<file path="src/rtl/core/mpts_pkg.sv">
// ----------------------------------------------------------------------------
// mpts_pkg: shared types and constants of the multi-policy tick scheduler
// Slot and ring sizing, action and policy codes, ring index arithmetic.
// ----------------------------------------------------------------------------
`default_nettype none

package mpts_pkg;

  localparam int MAX_PROCS = 16;
  localparam int RING_CAP  = MAX_PROCS + 1;
  localparam int SLOT_W    = $clog2(MAX_PROCS);
  localparam int POS_W     = $clog2(RING_CAP);
  localparam int CNT_W     = $clog2(MAX_PROCS + 1);

  localparam logic [7:0]  AGE_LIMIT = 8'd20;
  localparam logic [7:0]  AGE_SAT   = 8'd255;
  localparam logic [15:0] SAT16     = 16'hFFFF;
  localparam logic [19:0] SAT20     = 20'hFFFFF;

  typedef enum logic [1:0] {
    ACT_LOAD    = 2'd0,
    ACT_TICK    = 2'd1,
    ACT_RESTART = 2'd2,
    ACT_NONE    = 2'd3
  } action_t;

  localparam logic [2:0] MODE_FCFS  = 3'd0;
  localparam logic [2:0] MODE_SJF   = 3'd1;
  localparam logic [2:0] MODE_PRIO  = 3'd2;
  localparam logic [2:0] MODE_RR    = 3'd3;
  localparam logic [2:0] MODE_PSJF  = 3'd4;
  localparam logic [2:0] MODE_PPRIO = 3'd5;

  localparam logic [1:0] REG_POLICY  = 2'd0;
  localparam logic [1:0] REG_QUANTUM = 2'd1;
  localparam logic [1:0] REG_AGING   = 2'd2;
  localparam logic [1:0] REG_PCOUNT  = 2'd3;

  // control from the sequencer to the totals accumulator
  typedef struct packed {
    logic clear;
    logic en;
  } acc_ctrl_t;

  // (a + b) mod m for a < m, b <= m
  function automatic logic [POS_W-1:0] ring_add(input logic [POS_W-1:0] a,
                                                input logic [POS_W-1:0] b,
                                                input logic [POS_W-1:0] m);
    logic [POS_W:0] s;
    s = {1'b0, a} + {1'b0, b};
    if (s >= {1'b0, m}) begin
      s = s - {1'b0, m};
    end
    return s[POS_W-1:0];
  endfunction

endpackage

`default_nettype wire

</file>
<file path="src/rtl/core/mpts_if.sv">
// ----------------------------------------------------------------------------
// mpts_if: valid/ready channels of the scheduler
// Input channel carries load/tick/restart items, output channel tick results.
// ----------------------------------------------------------------------------
`default_nettype none

interface mpts_in_if;
  logic       valid;
  logic       ready;
  logic [1:0] action;
  logic [3:0] slot;
  logic [3:0] cpu_burst;
  logic [3:0] io_burst;
  logic [3:0] cycle_count;
  logic [7:0] arrival_time;
  logic [3:0] priority_level;

  modport source (output valid, action, slot, cpu_burst, io_burst, cycle_count,
                  arrival_time, priority_level, input ready);
  modport sink (input valid, action, slot, cpu_burst, io_burst, cycle_count,
                arrival_time, priority_level, output ready);
endinterface

interface mpts_out_if;
  logic        valid;
  logic        ready;
  logic [15:0] tick_time;
  logic        running_valid;
  logic [3:0]  running_slot;
  logic        io_valid;
  logic [3:0]  io_slot;
  logic [4:0]  finished_count;
  logic        all_done;
  logic [19:0] total_turnaround;
  logic [19:0] total_wait;
  logic [15:0] idle_ticks;

  modport source (output valid, tick_time, running_valid, running_slot, io_valid, io_slot,
                  finished_count, all_done, total_turnaround, total_wait, idle_ticks,
                  input ready);
  modport sink (input valid, tick_time, running_valid, running_slot, io_valid, io_slot,
                finished_count, all_done, total_turnaround, total_wait, idle_ticks,
                output ready);
endinterface

`default_nettype wire

</file>
<file path="src/rtl/core/mpts_acc.sv">
// ----------------------------------------------------------------------------
// mpts_acc: turnaround and wait totals
// Adds one slot's turnaround term and wait count per cycle while enabled, saturating.
// ----------------------------------------------------------------------------
`default_nettype none

module mpts_acc
  import mpts_pkg::*;
(
  input  wire logic        clk,
  input  wire acc_ctrl_t   ctrl,
  input  wire logic [15:0] ta,
  input  wire logic [7:0]  arr,
  input  wire logic [15:0] wt,
  output logic [19:0]      tsum,
  output logic [19:0]      wsum
);

  logic [16:0] ta1;
  logic [16:0] term;
  logic [20:0] tadd;
  logic [20:0] wadd;

  always_comb begin
    ta1  = {1'b0, ta} + 17'd1;
    term = (ta1 > {9'd0, arr}) ? (ta1 - {9'd0, arr}) : 17'd0;
    tadd = {1'b0, tsum} + {4'd0, term};
    wadd = {1'b0, wsum} + {5'd0, wt};
  end

  always_ff @(posedge clk) begin
    if (ctrl.clear) begin
      tsum <= '0;
      wsum <= '0;
    end else if (ctrl.en) begin
      tsum <= (tadd > {1'b0, SAT20}) ? SAT20 : tadd[19:0];
      wsum <= (wadd > {1'b0, SAT20}) ? SAT20 : wadd[19:0];
    end
  end

endmodule

`default_nettype wire

</file>
<file path="src/rtl/core/multi_policy_tick_scheduler.sv">
// ----------------------------------------------------------------------------
// multi_policy_tick_scheduler: one CPU, one I/O device, ready and waiting rings
// Load writes a slot, restart clears the run state, a tick runs
// the arrival, selection, CPU, I/O, wait and accounting passes in sequence.
// Sequencing: load, restart and unknown actions are handled in S_IDLE. A tick
//   runs arrival, pick, wait and accounting passes, one slot or ring position
//   per cycle, plus the pick head, swap, dispatch, preempt, CPU and I/O steps.
//   FCFS and round robin skip the pick and preempt steps; a tick after every
//   slot has finished runs only the accounting pass. A result still waiting in
//   the output register holds the sequencer. One item at a time.
// Reset: synchronous; config registers go to their defaults, the run state is
//   cleared without copying the loaded fields, rings empty, no result pending.
// ----------------------------------------------------------------------------
`default_nettype none

module multi_policy_tick_scheduler
  import mpts_pkg::*;
(
  input  wire logic        clk,
  input  wire logic        rst,
  mpts_in_if.sink          in_ch,
  mpts_out_if.source       out_ch,
  input  wire logic        cfg_we,
  input  wire logic [1:0]  cfg_index,
  input  wire logic [7:0]  cfg_data
);

  typedef enum logic [12:0] {
    S_IDLE      = 13'b0000000000001,
    S_ARRIVE    = 13'b0000000000010,
    S_PICK_HEAD = 13'b0000000000100,
    S_PICK_SCAN = 13'b0000000001000,
    S_PICK_SWAP = 13'b0000000010000,
    S_DISPATCH  = 13'b0000000100000,
    S_PRE_H     = 13'b0000001000000,
    S_PRE_CMP   = 13'b0000010000000,
    S_CPU_RUN   = 13'b0000100000000,
    S_IO_RUN    = 13'b0001000000000,
    S_WAIT_SCAN = 13'b0010000000000,
    S_SLOT_SCAN = 13'b0100000000000,
    S_DONE      = 13'b1000000000000
  } state_t;

  // configuration
  logic [2:0] policy_mode;
  logic [7:0] slice_ticks;
  logic       aging_enable;
  logic [4:0] process_count;

  // static slot parameters, written by loads
  logic [3:0] s_cpu   [MAX_PROCS];
  logic [3:0] s_io    [MAX_PROCS];
  logic [3:0] s_cyc   [MAX_PROCS];
  logic [7:0] s_arr   [MAX_PROCS];
  logic [3:0] s_prio0 [MAX_PROCS];

  // run fields per slot
  logic [3:0]  prio     [MAX_PROCS];
  logic [3:0]  cur_cpu  [MAX_PROCS];
  logic [3:0]  cur_io   [MAX_PROCS];
  logic [3:0]  cur_cyc  [MAX_PROCS];
  logic [7:0]  tq       [MAX_PROCS];
  logic [7:0]  age      [MAX_PROCS];
  logic [15:0] ta       [MAX_PROCS];
  logic [15:0] wt       [MAX_PROCS];
  logic        fin      [MAX_PROCS];
  logic        arrived  [MAX_PROCS];

  // rings
  logic [SLOT_W-1:0] ready_ring   [RING_CAP];
  logic [SLOT_W-1:0] waiting_ring [RING_CAP];
  logic [POS_W-1:0]  rhead, rcount, whead, wcount;

  // holders and counters
  logic              cpu_valid, io_valid_r;
  logic [SLOT_W-1:0] cpu_slot, io_slot_r;
  logic [15:0]       run_time, idle_total, tick_stamp;
  logic [CNT_W-1:0]  fin_count, n_run;

  // sequencer
  state_t            state;
  logic [POS_W-1:0]  idx;
  logic              active;
  logic [POS_W-1:0]  best_pos;
  logic [SLOT_W-1:0] best_slot, head_slot, h_slot;
  logic [3:0]        best_key, h_key;
  logic              ran_valid;
  logic [SLOT_W-1:0] ran_slot;

  // result register
  logic        out_valid;
  logic [15:0] o_tick;
  logic        o_run_v, o_io_v, o_done;
  logic [3:0]  o_run_s, o_io_s;
  logic [4:0]  o_fin;
  logic [15:0] o_idle;
  logic [19:0] o_tsum, o_wsum;

  logic [19:0] tsum, wsum;
  acc_ctrl_t   acc_ctrl;

  // combinational helpers
  logic              in_acc, restart_go, load_go, tick_go;
  logic [2:0]        md;
  logic [7:0]        quantum;
  logic              is_rr, by_prio, preempt, pick_mode;
  logic [POS_W-1:0]  m, r_tail, r_next, w_tail, w_next;
  logic [POS_W-1:0]  rr_addr;
  logic [SLOT_W-1:0] rr_data, sidx;
  logic              idx_in_ring;
  logic [3:0]        f_cpu, f_io, f_cur_cpu, f_cur_io, f_cur_cyc, f_prio, key;
  logic [7:0]        f_tq, f_age;
  logic [15:0]       f_ta, f_wt, ta_new;
  logic              f_fin;
  logic [CNT_W-1:0]  n_clamp;
  logic              out_load;

  assign in_ch.ready = (state == S_IDLE);
  assign in_acc      = in_ch.valid && in_ch.ready;
  assign restart_go  = in_acc && (in_ch.action == ACT_RESTART);
  assign load_go     = in_acc && (in_ch.action == ACT_LOAD);
  assign tick_go     = in_acc && (in_ch.action == ACT_TICK);

  always_comb begin
    md        = (policy_mode > MODE_PPRIO) ? MODE_FCFS : policy_mode;
    quantum   = (slice_ticks == 8'd0) ? 8'd1 : slice_ticks;
    is_rr     = (md == MODE_RR);
    by_prio   = (md == MODE_PRIO) || (md == MODE_PPRIO);
    preempt   = (md == MODE_PSJF) || (md == MODE_PPRIO);
    pick_mode = (md == MODE_SJF) || by_prio || (md == MODE_PSJF);
    m         = POS_W'(n_run) + POS_W'(1);
    r_tail    = ring_add(rhead, rcount, m);
    r_next    = ring_add(rhead, POS_W'(1), m);
    w_tail    = ring_add(whead, wcount, m);
    w_next    = ring_add(whead, POS_W'(1), m);
    if (process_count == 5'd0) begin
      n_clamp = CNT_W'(1);
    end else if (process_count > 5'(MAX_PROCS)) begin
      n_clamp = CNT_W'(MAX_PROCS);
    end else begin
      n_clamp = CNT_W'(process_count);
    end
  end

  // one read port on the ready ring
  always_comb begin
    case (state)
      S_PICK_SCAN, S_WAIT_SCAN: rr_addr = idx;
      default:                  rr_addr = rhead;
    endcase
    rr_data     = ready_ring[rr_addr];
    idx_in_ring = ring_add(idx, m - rhead, m) < rcount;
  end

  // one slot-table index per cycle
  always_comb begin
    case (state)
      S_ARRIVE, S_SLOT_SCAN:                       sidx = idx[SLOT_W-1:0];
      S_PICK_HEAD, S_PICK_SCAN, S_PRE_H, S_WAIT_SCAN: sidx = rr_data;
      S_PRE_CMP, S_CPU_RUN:                        sidx = cpu_slot;
      S_IO_RUN:                                    sidx = io_slot_r;
      default:                                     sidx = '0;
    endcase
    f_cpu     = s_cpu[sidx];
    f_io      = s_io[sidx];
    f_cur_cpu = cur_cpu[sidx];
    f_cur_io  = cur_io[sidx];
    f_cur_cyc = cur_cyc[sidx];
    f_prio    = prio[sidx];
    f_tq      = tq[sidx];
    f_age     = age[sidx];
    f_ta      = ta[sidx];
    f_wt      = wt[sidx];
    f_fin     = fin[sidx];
    key       = by_prio ? f_prio : f_cpu;
    ta_new    = (active && !f_fin && (f_ta != SAT16)) ? (f_ta + 16'd1) : f_ta;
  end

  // configuration writes
  always_ff @(posedge clk) begin
    if (rst) begin
      policy_mode   <= MODE_FCFS;
      slice_ticks   <= 8'd2;
      aging_enable  <= 1'b0;
      process_count <= 5'd1;
    end else if (cfg_we) begin
      case (cfg_index)
        REG_POLICY:  policy_mode   <= cfg_data[2:0];
        REG_QUANTUM: slice_ticks   <= cfg_data;
        REG_AGING:   aging_enable  <= cfg_data[0];
        REG_PCOUNT:  process_count <= cfg_data[4:0];
        default: ;
      endcase
    end
  end

  // load: static fields only, zero CPU bursts and cycle counts become one
  always_ff @(posedge clk) begin
    if (load_go) begin
      s_cpu[in_ch.slot]   <= (in_ch.cpu_burst == 4'd0) ? 4'd1 : in_ch.cpu_burst;
      s_io[in_ch.slot]    <= in_ch.io_burst;
      s_cyc[in_ch.slot]   <= (in_ch.cycle_count == 4'd0) ? 4'd1 : in_ch.cycle_count;
      s_arr[in_ch.slot]   <= in_ch.arrival_time;
      s_prio0[in_ch.slot] <= in_ch.priority_level;
    end
  end

  // sequencer and run state
  always_ff @(posedge clk) begin
    logic [3:0] cc, cyc_n;
    logic [7:0] tqn;
    logic       io_free;
    cc      = (f_cur_cpu != 4'd0) ? (f_cur_cpu - 4'd1) : 4'd0;
    tqn     = (is_rr && f_tq != 8'd0) ? (f_tq - 8'd1) : f_tq;
    cyc_n   = f_cur_cyc;
    io_free = 1'b0;
    if (rst || restart_go) begin
      // restart: copy static fields into the run fields of every slot
      for (int i = 0; i < MAX_PROCS; i++) begin
        prio[i]    <= rst ? 4'd0 : s_prio0[i];
        cur_cpu[i] <= rst ? 4'd0 : s_cpu[i];
        cur_io[i]  <= rst ? 4'd0 : s_io[i];
        cur_cyc[i] <= rst ? 4'd0 : s_cyc[i];
        tq[i]      <= rst ? 8'd2 : quantum;
        age[i]     <= '0;
        ta[i]      <= '0;
        wt[i]      <= '0;
        fin[i]     <= 1'b0;
        arrived[i] <= 1'b0;
      end
      for (int p = 0; p < RING_CAP; p++) begin
        ready_ring[p]   <= '0;
        waiting_ring[p] <= '0;
      end
      rhead      <= '0;
      rcount     <= '0;
      whead      <= '0;
      wcount     <= '0;
      cpu_valid  <= 1'b0;
      io_valid_r <= 1'b0;
      cpu_slot   <= '0;
      io_slot_r  <= '0;
      run_time   <= '0;
      idle_total <= '0;
      fin_count  <= '0;
      n_run      <= rst ? CNT_W'(1) : n_clamp;
      state      <= S_IDLE;
      idx        <= '0;
      active     <= 1'b0;
      ran_valid  <= 1'b0;
      ran_slot   <= '0;
    end else begin
      case (state)
        S_IDLE: begin
          if (tick_go) begin
            tick_stamp <= run_time;
            ran_valid  <= 1'b0;
            ran_slot   <= '0;
            idx        <= '0;
            if (fin_count == n_run) begin
              active <= 1'b0;
              state  <= S_SLOT_SCAN;
            end else begin
              active <= 1'b1;
              state  <= S_ARRIVE;
            end
          end
        end

        S_ARRIVE: begin
          if (!arrived[sidx] && ({8'd0, s_arr[sidx]} == run_time)) begin
            arrived[sidx] <= 1'b1;
            if (rcount < m) begin
              ready_ring[r_tail] <= sidx;
              rcount             <= rcount + POS_W'(1);
            end
          end
          idx <= idx + POS_W'(1);
          if (idx == POS_W'(n_run - CNT_W'(1))) begin
            state <= pick_mode ? S_PICK_HEAD : S_DISPATCH;
          end
        end

        S_PICK_HEAD: begin
          if (rcount == '0) begin
            state <= S_DISPATCH;
          end else begin
            head_slot <= rr_data;
            best_slot <= rr_data;
            best_pos  <= rhead;
            best_key  <= key;
            idx       <= '0;
            state     <= S_PICK_SCAN;
          end
        end

        S_PICK_SCAN: begin
          // strict less: ties keep the head, then the lowest position
          if (idx_in_ring && key < best_key) begin
            best_pos  <= idx;
            best_slot <= rr_data;
            best_key  <= key;
          end
          idx <= idx + POS_W'(1);
          if (idx == POS_W'(n_run)) begin
            state <= S_PICK_SWAP;
          end
        end

        S_PICK_SWAP: begin
          if (best_pos != rhead) begin
            ready_ring[rhead]    <= best_slot;
            ready_ring[best_pos] <= head_slot;
          end
          state <= S_DISPATCH;
        end

        S_DISPATCH: begin
          if (cpu_valid) begin
            state <= (preempt && rcount != '0) ? S_PRE_H : S_CPU_RUN;
          end else if (rcount != '0) begin
            cpu_slot  <= rr_data;
            cpu_valid <= 1'b1;
            rhead     <= r_next;
            rcount    <= rcount - POS_W'(1);
            state     <= S_CPU_RUN;
          end else begin
            if (idle_total != SAT16) begin
              idle_total <= idle_total + 16'd1;
            end
            state <= S_IO_RUN;
          end
        end

        S_PRE_H: begin
          h_slot <= rr_data;
          h_key  <= (md == MODE_PSJF) ? f_cur_cpu : f_prio;
          state  <= S_PRE_CMP;
        end

        S_PRE_CMP: begin
          // swap the holder into the head when the head wins
          if (h_key < ((md == MODE_PSJF) ? f_cur_cpu : f_prio)) begin
            ready_ring[rhead] <= cpu_slot;
            cpu_slot          <= h_slot;
          end
          state <= S_CPU_RUN;
        end

        S_CPU_RUN: begin
          ran_valid <= 1'b1;
          ran_slot  <= cpu_slot;
          if (cc == 4'd0) begin
            if (f_cur_io == 4'd0) begin
              cyc_n          = (f_cur_cyc != 4'd0) ? (f_cur_cyc - 4'd1) : 4'd0;
              cur_cpu[sidx]  <= f_cpu;
              cur_io[sidx]   <= f_io;
              tq[sidx]       <= quantum;
            end else begin
              cur_cpu[sidx]  <= 4'd0;
              tq[sidx]       <= tqn;
            end
            cur_cyc[sidx] <= cyc_n;
            if (cyc_n == 4'd0) begin
              fin[sidx] <= 1'b1;
              fin_count <= fin_count + CNT_W'(1);
            end else if (f_io == 4'd0) begin
              if (rcount < m) begin
                ready_ring[r_tail] <= sidx;
                rcount             <= rcount + POS_W'(1);
              end
            end else if (wcount < m) begin
              waiting_ring[w_tail] <= sidx;
              wcount               <= wcount + POS_W'(1);
            end
            cpu_valid <= 1'b0;
          end else if (is_rr && tqn == 8'd0) begin
            // slice over: rotate only when someone is waiting
            cur_cpu[sidx] <= cc;
            tq[sidx]      <= quantum;
            if (rcount != '0) begin
              ready_ring[r_tail] <= sidx;
              cpu_slot           <= rr_data;
              rhead              <= r_next;
            end
          end else begin
            cur_cpu[sidx] <= cc;
            tq[sidx]      <= tqn;
          end
          state <= S_IO_RUN;
        end

        S_IO_RUN: begin
          if (io_valid_r) begin
            if (f_cur_io <= 4'd1) begin
              if (f_cur_cpu == 4'd0) begin
                cyc_n         = (f_cur_cyc != 4'd0) ? (f_cur_cyc - 4'd1) : 4'd0;
                cur_cpu[sidx] <= f_cpu;
                cur_io[sidx]  <= f_io;
                tq[sidx]      <= quantum;
              end else begin
                cur_io[sidx]  <= 4'd0;
              end
              cur_cyc[sidx] <= cyc_n;
              if (cyc_n == 4'd0) begin
                fin[sidx] <= 1'b1;
                fin_count <= fin_count + CNT_W'(1);
              end else if (rcount < m) begin
                ready_ring[r_tail] <= sidx;
                rcount             <= rcount + POS_W'(1);
              end
              io_free = 1'b1;
            end else begin
              cur_io[sidx] <= f_cur_io - 4'd1;
            end
          end else begin
            io_free = 1'b1;
          end
          if (io_free) begin
            if (wcount != '0) begin
              io_slot_r  <= waiting_ring[whead];
              io_valid_r <= 1'b1;
              whead      <= w_next;
              wcount     <= wcount - POS_W'(1);
            end else begin
              io_valid_r <= 1'b0;
            end
          end
          idx   <= '0;
          state <= S_WAIT_SCAN;
        end

        S_WAIT_SCAN: begin
          if (idx_in_ring) begin
            if (aging_enable && by_prio && f_age != AGE_SAT) begin
              age[sidx] <= f_age + 8'd1;
            end
            if (f_wt != SAT16) begin
              wt[sidx] <= f_wt + 16'd1;
            end
          end
          if (idx == POS_W'(n_run)) begin
            idx   <= '0;
            state <= S_SLOT_SCAN;
          end else begin
            idx <= idx + POS_W'(1);
          end
        end

        S_SLOT_SCAN: begin
          if (active) begin
            ta[sidx] <= ta_new;
            if (f_age > AGE_LIMIT) begin
              prio[sidx] <= (f_prio != 4'd0) ? (f_prio - 4'd1) : 4'd0;
              age[sidx]  <= 8'd0;
            end
          end
          idx <= idx + POS_W'(1);
          if (idx == POS_W'(n_run - CNT_W'(1))) begin
            if (active && run_time != SAT16) begin
              run_time <= run_time + 16'd1;
            end
            state <= S_DONE;
          end
        end

        S_DONE: begin
          if (out_load) begin
            state <= S_IDLE;
          end
        end

        default: state <= S_IDLE;
      endcase
    end
  end

  // totals over the slot pass
  assign acc_ctrl.clear = (state == S_IDLE);
  assign acc_ctrl.en    = (state == S_SLOT_SCAN);

  mpts_acc u_acc (
    .clk  (clk),
    .ctrl (acc_ctrl),
    .ta   (ta_new),
    .arr  (s_arr[sidx]),
    .wt   (f_wt),
    .tsum (tsum),
    .wsum (wsum)
  );

  // result register: load when empty or being drained
  assign out_load = (state == S_DONE) && (!out_valid || out_ch.ready);

  always_ff @(posedge clk) begin
    if (rst) begin
      out_valid <= 1'b0;
    end else if (out_load) begin
      out_valid <= 1'b1;
    end else if (out_ch.ready) begin
      out_valid <= 1'b0;
    end
  end

  // hold the totals here too: the accumulator clears as soon as the block idles
  always_ff @(posedge clk) begin
    if (out_load) begin
      o_tick  <= tick_stamp;
      o_run_v <= ran_valid;
      o_run_s <= ran_valid ? ran_slot : 4'd0;
      o_io_v  <= io_valid_r;
      o_io_s  <= io_valid_r ? io_slot_r : 4'd0;
      o_fin   <= 5'(fin_count);
      o_done  <= (fin_count == n_run);
      o_idle  <= idle_total;
      o_tsum  <= tsum;
      o_wsum  <= wsum;
    end
  end

  assign out_ch.valid            = out_valid;
  assign out_ch.tick_time        = o_tick;
  assign out_ch.running_valid    = o_run_v;
  assign out_ch.running_slot     = o_run_s;
  assign out_ch.io_valid         = o_io_v;
  assign out_ch.io_slot          = o_io_s;
  assign out_ch.finished_count   = o_fin;
  assign out_ch.all_done         = o_done;
  assign out_ch.total_turnaround = o_tsum;
  assign out_ch.total_wait       = o_wsum;
  assign out_ch.idle_ticks       = o_idle;

endmodule

`default_nettype wire
</file>
<file path="src/flat_wrapper.sv">
// flat-port wrapper written by rule: the top's interface ports become plain ports
module multi_policy_tick_scheduler_flat import mpts_pkg::*;
  (clk, rst, cfg_we, cfg_index, cfg_data, in_ch_valid, in_ch_action, in_ch_slot, in_ch_cpu_burst, in_ch_io_burst, in_ch_cycle_count, in_ch_arrival_time, in_ch_priority_level, in_ch_ready, out_ch_valid, out_ch_tick_time, out_ch_running_valid, out_ch_running_slot, out_ch_io_valid, out_ch_io_slot, out_ch_finished_count, out_ch_all_done, out_ch_total_turnaround, out_ch_total_wait, out_ch_idle_ticks, out_ch_ready);
  mpts_in_if in_ch_i ();
  mpts_out_if out_ch_i ();
  input  wire logic clk;
  input  wire logic rst;
  input  wire logic cfg_we;
  input  wire logic [1:0] cfg_index;
  input  wire logic [7:0] cfg_data;
  input wire logic [$bits(in_ch_i.valid)-1:0] in_ch_valid;
  input wire logic [$bits(in_ch_i.action)-1:0] in_ch_action;
  input wire logic [$bits(in_ch_i.slot)-1:0] in_ch_slot;
  input wire logic [$bits(in_ch_i.cpu_burst)-1:0] in_ch_cpu_burst;
  input wire logic [$bits(in_ch_i.io_burst)-1:0] in_ch_io_burst;
  input wire logic [$bits(in_ch_i.cycle_count)-1:0] in_ch_cycle_count;
  input wire logic [$bits(in_ch_i.arrival_time)-1:0] in_ch_arrival_time;
  input wire logic [$bits(in_ch_i.priority_level)-1:0] in_ch_priority_level;
  output wire logic [$bits(in_ch_i.ready)-1:0] in_ch_ready;
  output wire logic [$bits(out_ch_i.valid)-1:0] out_ch_valid;
  output wire logic [$bits(out_ch_i.tick_time)-1:0] out_ch_tick_time;
  output wire logic [$bits(out_ch_i.running_valid)-1:0] out_ch_running_valid;
  output wire logic [$bits(out_ch_i.running_slot)-1:0] out_ch_running_slot;
  output wire logic [$bits(out_ch_i.io_valid)-1:0] out_ch_io_valid;
  output wire logic [$bits(out_ch_i.io_slot)-1:0] out_ch_io_slot;
  output wire logic [$bits(out_ch_i.finished_count)-1:0] out_ch_finished_count;
  output wire logic [$bits(out_ch_i.all_done)-1:0] out_ch_all_done;
  output wire logic [$bits(out_ch_i.total_turnaround)-1:0] out_ch_total_turnaround;
  output wire logic [$bits(out_ch_i.total_wait)-1:0] out_ch_total_wait;
  output wire logic [$bits(out_ch_i.idle_ticks)-1:0] out_ch_idle_ticks;
  input wire logic [$bits(out_ch_i.ready)-1:0] out_ch_ready;
  assign in_ch_i.valid = in_ch_valid;
  assign in_ch_i.action = in_ch_action;
  assign in_ch_i.slot = in_ch_slot;
  assign in_ch_i.cpu_burst = in_ch_cpu_burst;
  assign in_ch_i.io_burst = in_ch_io_burst;
  assign in_ch_i.cycle_count = in_ch_cycle_count;
  assign in_ch_i.arrival_time = in_ch_arrival_time;
  assign in_ch_i.priority_level = in_ch_priority_level;
  assign in_ch_ready = in_ch_i.ready;
  assign out_ch_valid = out_ch_i.valid;
  assign out_ch_tick_time = out_ch_i.tick_time;
  assign out_ch_running_valid = out_ch_i.running_valid;
  assign out_ch_running_slot = out_ch_i.running_slot;
  assign out_ch_io_valid = out_ch_i.io_valid;
  assign out_ch_io_slot = out_ch_i.io_slot;
  assign out_ch_finished_count = out_ch_i.finished_count;
  assign out_ch_all_done = out_ch_i.all_done;
  assign out_ch_total_turnaround = out_ch_i.total_turnaround;
  assign out_ch_total_wait = out_ch_i.total_wait;
  assign out_ch_idle_ticks = out_ch_i.idle_ticks;
  assign out_ch_i.ready = out_ch_ready;
  multi_policy_tick_scheduler u_core (.clk(clk), .rst(rst), .in_ch(in_ch_i), .out_ch(out_ch_i), .cfg_we(cfg_we), .cfg_index(cfg_index), .cfg_data(cfg_data));
endmodule
</file>
<file path="config.mk">
export PLATFORM = sky130hd
export DESIGN_NAME = multi_policy_tick_scheduler_flat
export DESIGN_NICKNAME = d
export VERILOG_FILES = /design/src/rtl/core/mpts_pkg.sv /design/src/rtl/core/mpts_if.sv /design/src/rtl/core/mpts_acc.sv /design/src/rtl/core/multi_policy_tick_scheduler.sv /design/src/flat_wrapper.sv
export SDC_FILE = /design/constraint.sdc
export NUM_CORES = 2
export LEC_CHECK = 0
export BUFFER_PORTS_ARGS = -buffer_cell sky130_fd_sc_hd__buf_2
export CELL_PAD_IN_SITES_DETAIL_PLACEMENT = 0
export CELL_PAD_IN_SITES_GLOBAL_PLACEMENT = 1
export CORE_ASPECT_RATIO = 0.8
export CORE_UTILIZATION = 45
export CTS_CLUSTER_DIAMETER = 100
export DETAILED_ROUTE_END_ITERATION = 8
export PLACE_DENSITY_LB_ADDON = 0.1
export SLEW_MARGIN = 20
export SYNTH_ARGS = -nofsm -noshare
export SYNTH_HDL_FRONTEND = slang
export SYNTH_SLANG_ARGS = --single-unit
</file>
<file path="constraint.sdc">
create_clock -name clk -period 16.75 [get_ports clk]
set_input_delay 1.675 -clock clk [delete_from_list [all_inputs] [get_ports clk]]
set_output_delay 1.675 -clock clk [all_outputs]
set_load 0.02 [all_outputs]
</file>
After elaboration in Yosys (flattened, before gate mapping)
Memories as Yosys holds them, arrays and structs flattened. A register that Yosys moved wholly into a read port is not among the register bits.
Cells that the tools add are included.
{"block": "word_totals", "n_memories": 17, "in_bits": 45, "out_inout_bits": 90, "ramBits": 1576, "ff_bits": 279}
{"block": "classes", "n_reduce_logical": 95, "n_eq_ne": 59, "add_sub_neg": 33, "n_lt_le_gt_ge": 17, "bitwise": 22, "muxes": 353}
{"name": "u_core.ta", "depth": 16, "word_bits": 16, "read_ports": 1, "rd_clocked_by_memory_dff": 0, "wr": 16, "line_no": "multi_policy_tick_scheduler.sv:64", "text": "logic [15:0] ta [MAX_PROCS];"}
{"name": "u_core.wt", "depth": 16, "word_bits": 16, "read_ports": 1, "rd_clocked_by_memory_dff": 0, "wr": 16, "line_no": "multi_policy_tick_scheduler.sv:65", "text": "logic [15:0] wt [MAX_PROCS];"}
{"name": "u_core.age", "depth": 16, "word_bits": 8, "read_ports": 1, "rd_clocked_by_memory_dff": 0, "wr": 16, "line_no": "multi_policy_tick_scheduler.sv:63", "text": "logic [7:0] age [MAX_PROCS];"}
{"name": "u_core.s_arr", "depth": 16, "word_bits": 8, "read_ports": 1, "rd_clocked_by_memory_dff": 0, "wr": 1, "line_no": "multi_policy_tick_scheduler.sv:54", "text": "logic [7:0] s_arr [MAX_PROCS];"}
{"name": "u_core.tq", "depth": 16, "word_bits": 8, "read_ports": 1, "rd_clocked_by_memory_dff": 0, "wr": 16, "line_no": "multi_policy_tick_scheduler.sv:62", "text": "logic [7:0] tq [MAX_PROCS];"}
{"name": "u_core.ready_ring", "depth": 17, "word_bits": 4, "read_ports": 1, "rd_clocked_by_memory_dff": 0, "wr": 17, "line_no": "multi_policy_tick_scheduler.sv:70", "text": "logic [SLOT_W-1:0] ready_ring [RING_CAP];"}
{"name": "+11 memories"}
{"operator": "$mux 4", "count": 120}
{"operator": "$mux 5", "count": 41}
{"operator": "$pmux 13 s13", "count": 1}
{"operator": "$mux 1", "count": 149}
{"operator": "$mux 13", "count": 7}
{"operator": "$mux 8", "count": 10}
{"operator": "$add 16x1->16 const B", "count": 4}
{"operator": "$ne 16x16->1 const B", "count": 4}
{"operator": "$mux 16", "count": 3}
{"operator": "$gt 21x20->1 const B", "count": 2}
{"operator": "$mux 20", "count": 2}
{"operator": "$pmux 5 s2", "count": 4}
{"operator": "$ne 2x1->1 const B", "count": 18}
{"operator": "$reduce_or 4->1", "count": 9}
{"operator": "$logic_not 4->1", "count": 8}
{"operator": "$reduce_or 16->1", "count": 2}
{"operator": "$ge 6x5->1", "count": 5}
{"operator": "$sub 5x5->5", "count": 6}
{"operator": "$add 5x1->5 const B", "count": 5}
{"operator": "$pmux 5 s5", "count": 1}
{"operator": "$pmux 4 s2", "count": 3}
{"operator": "$add 20x16->21", "count": 1}
{"operator": "$add 20x17->21", "count": 1}
{"operator": "$pmux 5 s4", "count": 1}
{"operator": "other kinds (71)", "count": 172}

Longest topological paths before layout
An unclocked memory read counts as a cell.
{"block": "logic_depth", "depth_word": 24, "mapped_depth": 69}

By module
A second synthesis with hierarchy kept.
{"block": "unflattened", "cells_unflattened": 8713, "area_unflattened_um2": 98259.2}
{"module": "multi_policy_tick_scheduler", "instances": 1, "area_each_um2": 94120.3, "cells_per_inst": 8190, "seq_area_each_um2": 56814.5}
{"module": "mpts_acc", "instances": 1, "area_each_um2": 4139.0, "cells_per_inst": 523, "seq_area_each_um2": 800.8}

Worst setup path before layout
OpenSTA, ideal clock, no wires.
{"block": "synth_timing", "path_type": "register -> register", "start": "register u_core.state[5]", "end": "register u_core.u_acc.tsum[10]", "path_buffers": 10, "stages_incl_launch_ff": 67, "period_less_slack_ns": 12.628, "arrival_time_ns": 12.495, "path_slack_ns": 4.122, "setup_time_ns": 0.132, "cell_sequence": "dfxtp_1 -> buf_6 -> or4_1 -> buf_6 -> nor4_4 -> mux2i_1 -> a2111o_1 -> a311oi_1 -> or3_1 -> buf_4 -> o31a_4 -> inv_4 -> buf_8 -> buf_12 -> buf_12 -> mux4_2 -> and3_1 -> a31oi_1 -> [... 31 more ...] -> a21boi_0 -> o21ai_0 -> a21boi_0 -> o21ai_0 -> a21boi_0 -> o21ai_0 -> a21boi_0 -> o21ai_0 -> a21boi_0 -> o21ai_0 -> a21boi_0 -> o21ai_0 -> a21boi_0 -> o21ai_0 -> nor2_1 -> nor2_1 -> clkbuf_1 -> a21oi_1"}
{"block": "synth_via", "elab_chain_len": 16, "word_cells_on_any_way": 33, "classes_between": "add/sub: 4; order compare: 2; eq/ne: 11; mux: 5; reduce/logical: 7; memory: 4"}
{"element": "from (decl)", "line_no": "multi_policy_tick_scheduler.sv:81", "text": "state_t state;"}
{"element": "from (signal assigned)", "line_no": "multi_policy_tick_scheduler.sv:280", "text": "state <= pick_mode ? S_PICK_HEAD : S_DISPATCH;"}
{"element": "from (signal assigned)", "line_no": "multi_policy_tick_scheduler.sv:320", "text": "state <= (preempt && rcount != '0) ? S_PRE_H : S_CPU_RUN;"}
{"element": "$eq 13x4->1 / $eq 13x11->1 (equally long branches)", "line_no": "multi_policy_tick_scheduler.sv:147, multi_policy_tick_scheduler.sv:157"}
{"element": "$reduce_or 2->1", "line_no": "multi_policy_tick_scheduler.sv:147", "text": "case (state)"}
{"element": "$mux 5", "line_no": "multi_policy_tick_scheduler.sv:147"}
{"element": "$mem_v2 17x4"}
{"element": "$pmux 4 s4 *", "line_no": "multi_policy_tick_scheduler.sv:157", "text": "case (state)"}
{"element": "parallel branches: the longest is 4 deep, another holds $mem_v2 16x16"}
{"element": "$mux 16 *", "line_no": "multi_policy_tick_scheduler.sv:176", "text": "ta_new = (active && !f_fin && (f_ta != SAT16)) ? (f_ta + 16'd1) : f_ta;"}
{"element": "net u_core.ta_new[0]", "line_no": "multi_policy_tick_scheduler.sv:113", "text": "logic [15:0] f_ta, f_wt, ta_new;"}
{"element": "$add 16x1->17 *", "line_no": "mpts_acc.sv:25", "text": "ta1 = {1'b0, ta} + 17'd1;"}
{"element": "$sub 17x8->17 / $gt 17x8->1 (equally long branches)", "line_no": "mpts_acc.sv:26", "text": "term = (ta1 > {9'd0, arr}) ? (ta1 - {9'd0, arr}) : 17'd0;"}
{"element": "$mux 17 *", "line_no": "mpts_acc.sv:26"}
{"element": "$add 20x17->21 *", "line_no": "mpts_acc.sv:27", "text": "tadd = {1'b0, tsum} + {4'd0, term};"}
{"element": "$gt 21x20->1", "line_no": "mpts_acc.sv:36", "text": "tsum <= (tadd > {1'b0, SAT20}) ? SAT20 : tadd[19:0];"}
{"element": "$mux 20 *", "line_no": "mpts_acc.sv:36"}
{"element": "to (signal assigned)", "line_no": "mpts_acc.sv:36"}
{"element": "to (decl)", "line_no": "mpts_acc.sv:15", "text": "output logic [19:0] tsum,"}
Mark *: on every way through the listed nets, which the timed path passes.
A chain may end at the register's enable or synchronous reset.

Final worst setup path
{"block": "layout_timing", "start": "register u_core.state[5]", "end": "register u_core.u_acc.tsum[17]"}
Same word-level chain as after synthesis.

==> flow_metrics.tcl <==
set metrics [dict create \
    finalSetupViolations 0 \
    critical_path.slowest_cell "sky130_fd_sc_hd__nor4_4" \
    final-hold-violation-count 0 \
    timing.setup.tns_ps 0 \
    final_period_minus_worst_setup_slack_ps 15270 \
    crit_path_arrival_time_ps 16000 \
    timing.hold.ws_ps 424.1 \
    status "completed" \
    yosysWarnings 0 \
    synthSimpleGateAreaFrac_pct 17.40 \
    post-cts-setup-buffers 0 \
    crit_type "flip-flop to flip-flop" \
    post_cts_hold_buffer_count 0 \
    worst_r2r_startpoint "u_core.state[5]" \
    syn2layout_area_growth_pct 10.44 \
    crit_fanout 45 \
    dpl_cell_area_um2 100400 \
    postRouteWirelength_um 326000 \
    drt_pass1_iterations 8 \
    finalCritPeriodShare_pct 91.16 \
    buffer_depth_of_the_longest_clock_path 4 \
    tightestPinTransition_ps 1227 \
    maximum_clock_rate_ghz 0.06549 \
    post_synthesis_sequential_area_ratio_pct 59.35 \
    die_width_um 521.3 \
    number_of_global_route_vias_before_repair 66380 \
    largest_net_degree_at_the_start_of_global_routing 139 \
    p_leak_nw 38.00 \
    clk_latency_ps 910 \
    post_synth.cell_area_avg_um2 11.07 \
    fillCellCount 19290 \
    num-nets-final 8908 \
    finalInstanceArea_um2 107200 \
    globalRouteTotalUtil_pct 29.45 \
    clock_skew_ps 60.94 \
    data_required_time_at_the_worst_endpoint_ps 17480 \
    dp_hpwl_um 216200 \
    wl_per_cell_um 27.76 \
    hold_start "u_core.tick_stamp[12]" \
    place.gp.congestion 0.9368 \
    cts-buffers-inserted 215 \
    rsz0062_at_grt "no" \
    grt.overflow.total 0 \
    post_synth_num_cell_types 120 \
    cp_common_cell "sky130_fd_sc_hd__o21ai_0" \
    regToRegEndpoint "u_core.u_acc.tsum[17]" \
    synth-async-reset-ratio_pct 0 \
    die_area_um2 217600 \
    ff2ff_path_depth 60 \
    share_of_the_synthesized_area_in_compound_gates_ao_oa_aoi_oai_pct 9.269 \
    power.density_nw_per_um2 101.3 \
    via_count 70500 \
    io_pins 135 \
    muxShareOfSynthArea_pct 6.629 \
    clk_pin_slew_worst_paths_ps 70 \
    cp-start-kind "flip-flop" \
    grt_first_pass_wirelength_um 471000 \
    power.total_mw 10.86 \
    synthesis.area_um2 97070 \
    syn_inst 8771 \
    max-cap-violations 0 \
    hold_class "flip-flop to flip-flop" \
    portBuffers 134 \
    die_height_um 417.4 \
    drt_first_iter_violations 8572 \
    max-slew-margin-rel_pct 18.11 \
    tritoncts "yes" \
    yosys.area_share.xor_xnor_pct 1.793 \
    number_of_register_bits_inferred_by_synthesis 1979 \
    cts.sinks 1979 \
    synth_nets 8956 \
    setup.worst_path.end_class "flip-flop" \
    timing_max_transition_violations_final 0 \
    sequential_cell_area_um2 57620 \
    post_route_cells_drive_above_1_share_pct 10.66 \
    drt-vias-per-instance 6.003 \
    worst_hold_path.num_cells 0 \
    regToRegSetupSlack_ps 1480 \
    number_of_antenna_violations_at_the_first_check_in_global_routing 16 \
    core_region_area_um2 214500 \
    htreeDepth 4 \
    post_synth_edffs 1798 \
    worst_hold_path.endpoint "u_core.out_ch.tick_time[12]" \
    crit_path_start "u_core.state[5]" \
    initial_utilization_pct 45.25 \
    cpPeakStageDelay_ps 780 \
    largest_family_of_logic_cells_by_synthesized_area "simple AND/OR/NAND/NOR gates" \
    placementRows 152 \
    cts-resized-gates 0 \
    multiInputGateArea_um2 36330 \
    postSynth.topFlopCell "sky130_fd_sc_hd__edfxtp_1" \
    cts_root_buffer "sky130_fd_sc_hd__clkbuf_16" \
    synth_fa_ha_area_share_pct 1.913 \
    placed_cells 11350 \
    drtAntennaViolNets 0 \
    drc_errors 0 \
    finalNonFillerCells 11740 \
    worst_ir_drop_vdd_v 0.00008532 \
]
## cells in the mapped netlist (33+ instances only)
library cell / number / area, um2
sky130_fd_sc_hd__nand4_1: 33 / 206.5
sky130_fd_sc_hd__nand2b_1: 55 / 344.1
sky130_fd_sc_hd__nor3_1: 60 / 300.3
sky130_fd_sc_hd__ha_1: 126 / 1577
sky130_fd_sc_hd__and3_1: 89 / 556.8
sky130_fd_sc_hd__a31oi_1: 57 / 356.6
sky130_fd_sc_hd__buf_1: 55 / 206.5
sky130_fd_sc_hd__mux2i_1: 434 / 4344
sky130_fd_sc_hd__nand3_1: 511 / 2557
sky130_fd_sc_hd__nand3b_1: 243 / 1824
sky130_fd_sc_hd__buf_6: 36 / 405.4
sky130_fd_sc_hd__o21ai_0: 563 / 2818
sky130_fd_sc_hd__buf_2: 124 / 620.6
sky130_fd_sc_hd__a21o_1: 45 / 337.8
sky130_fd_sc_hd__and2_1: 36 / 225.2
sky130_fd_sc_hd__o311a_1: 34 / 340.3
sky130_fd_sc_hd__edfxtp_1: 1798 / 53990
sky130_fd_sc_hd__inv_1: 136 / 510.5
sky130_fd_sc_hd__or2_2: 35 / 219.0
sky130_fd_sc_hd__nor2_1: 1172 / 4399
sky130_fd_sc_hd__xor2_1: 74 / 648.1
sky130_fd_sc_hd__a211oi_1: 102 / 765.7
sky130_fd_sc_hd__o211ai_1: 41 / 307.8
sky130_fd_sc_hd__a311oi_1: 53 / 464.2
sky130_fd_sc_hd__a21oi_1: 208 / 1041
sky130_fd_sc_hd__mux4_2: 58 / 1306
sky130_fd_sc_hd__mux2_2: 62 / 698.2
sky130_fd_sc_hd__nand2_1: 1360 / 5105
sky130_fd_sc_hd__xnor2_1: 121 / 1060
sky130_fd_sc_hd__nor2b_1: 35 / 219.0
sky130_fd_sc_hd__dfxtp_1: 181 / 3623
sky130_fd_sc_hd__o41ai_1: 52 / 455.4
sky130_fd_sc_hd__clkbuf_1: 349 / 1310
## worst max-delay path by stage
stage	endpoint	slack (ps)	cells past startpoint
after detailed placement	u_core.u_acc.tsum[17]	1430	59
final	u_core.u_acc.tsum[17]	1480	60
after floorplan	u_core.u_acc.tsum[10]	4120	66
after CTS	u_core.u_acc.tsum[17]	1360	59
after global routing	u_core.u_acc.tsum[17]	390	62
after global placement	u_core.u_acc.tsum[17]	1620	59
## per-layer routing
metal,track usage (%),wire length (um),vias up
met5,0,13,-
met4,7.799,8778,2
met3,5.105,28680,457
met2,43.14,139200,3137
met1,44.74,149300,35140
li1,-,-,31760
## flip-flops by register name, indices dropped and copies added (netlist names), 64 cells and up
signal / flops
u_core.s_cpu: 64
u_core.prio: 64
u_core.ta: 256
u_core.ready_ring: 128
u_core.age: 128
u_core.s_arr: 128
u_core.s_cyc: 64
u_core.cur_io: 64
u_core.waiting_ring: 128
u_core.s_io: 64
u_core.cur_cpu: 64
u_core.cur_cyc: 64
u_core.wt: 256
u_core.s_prio0: 64
u_core.tq: 128
## cell families after synthesis
family                     after synthesis
DFF                                   1979
AOI/OAI and AO/OA                     1395
muxes                                  559
adders and majority gates              140
and+or+nand+nor                       3747
xor gates and xnor gates               197
buffers and inverters                  754
## critical path: cells and delay by family, from the launching register on
kind	cells	cell delay (ps)
buffers and inverters	7	1670
AND/OR/NAND/NOR	19	5040
adder cells (fa/ha/maj)	5	1360
flip-flops	1	380
XOR/XNOR	1	170
multiplexers	2	480
AO/OA/AOI/OAI	26	5970
## where the power goes
group | internal (mW) | leakage [nW] | switching [mW]
sequential | 5.54 | 19.5 | 0.0531
clock | 2.64 | 3.32 | 2.04
combinational | 0.169 | 15.1 | 0.426
## layout make-up
class / instances / area share (%)
sequential: 1979 / 53.74
multi-input combinational: 6038 / 33.89
clock buffer: 272 / 5.399
tap: 2849 / 3.325
timing repair buffer: 346 / 2.205
clock inverter: 113 / 0.9103
inverter: 143 / 0.5252
antenna: 4 / 0.009336
## through the flow
step	setup slack, ps	utilization [%]
3_5_place_dp	1428	46.80
2_1_floorplan	4122	-
3_3_place_gp	1619	46.76
6_report	1480	49.98
4_1_cts	1355	49.95
5_1_grt	387.6	49.97
## placed cells by master, fill, tap and decap left out, types with 55 or more instances in the layout
cell,synthesis,layout
sky130_fd_sc_hd__a211oi_1,102,99
sky130_fd_sc_hd__o21ai_0,563,562
sky130_fd_sc_hd__buf_2,124,133
sky130_fd_sc_hd__dfxtp_1,181,180
sky130_fd_sc_hd__xor2_1,74,72
sky130_fd_sc_hd__mux4_2,58,58
sky130_fd_sc_hd__ha_1,126,126
sky130_fd_sc_hd__nand3b_1,243,243
sky130_fd_sc_hd__and3_1,89,89
sky130_fd_sc_hd__nand3_1,511,511
sky130_fd_sc_hd__mux2_2,62,62
sky130_fd_sc_hd__clkbuf_16,0,218
sky130_fd_sc_hd__nand2_1,1360,1360
sky130_fd_sc_hd__a21oi_1,208,201
sky130_fd_sc_hd__mux2i_1,434,432
sky130_fd_sc_hd__edfxtp_1,1798,1798
sky130_fd_sc_hd__nand2b_1,55,55
sky130_fd_sc_hd__buf_4,32,205
sky130_fd_sc_hd__nor2_1,1172,1154
sky130_fd_sc_hd__xnor2_1,121,115
sky130_fd_sc_hd__a31oi_1,57,55
sky130_fd_sc_hd__inv_1,136,135
Power figures use the tool's default switching activity.
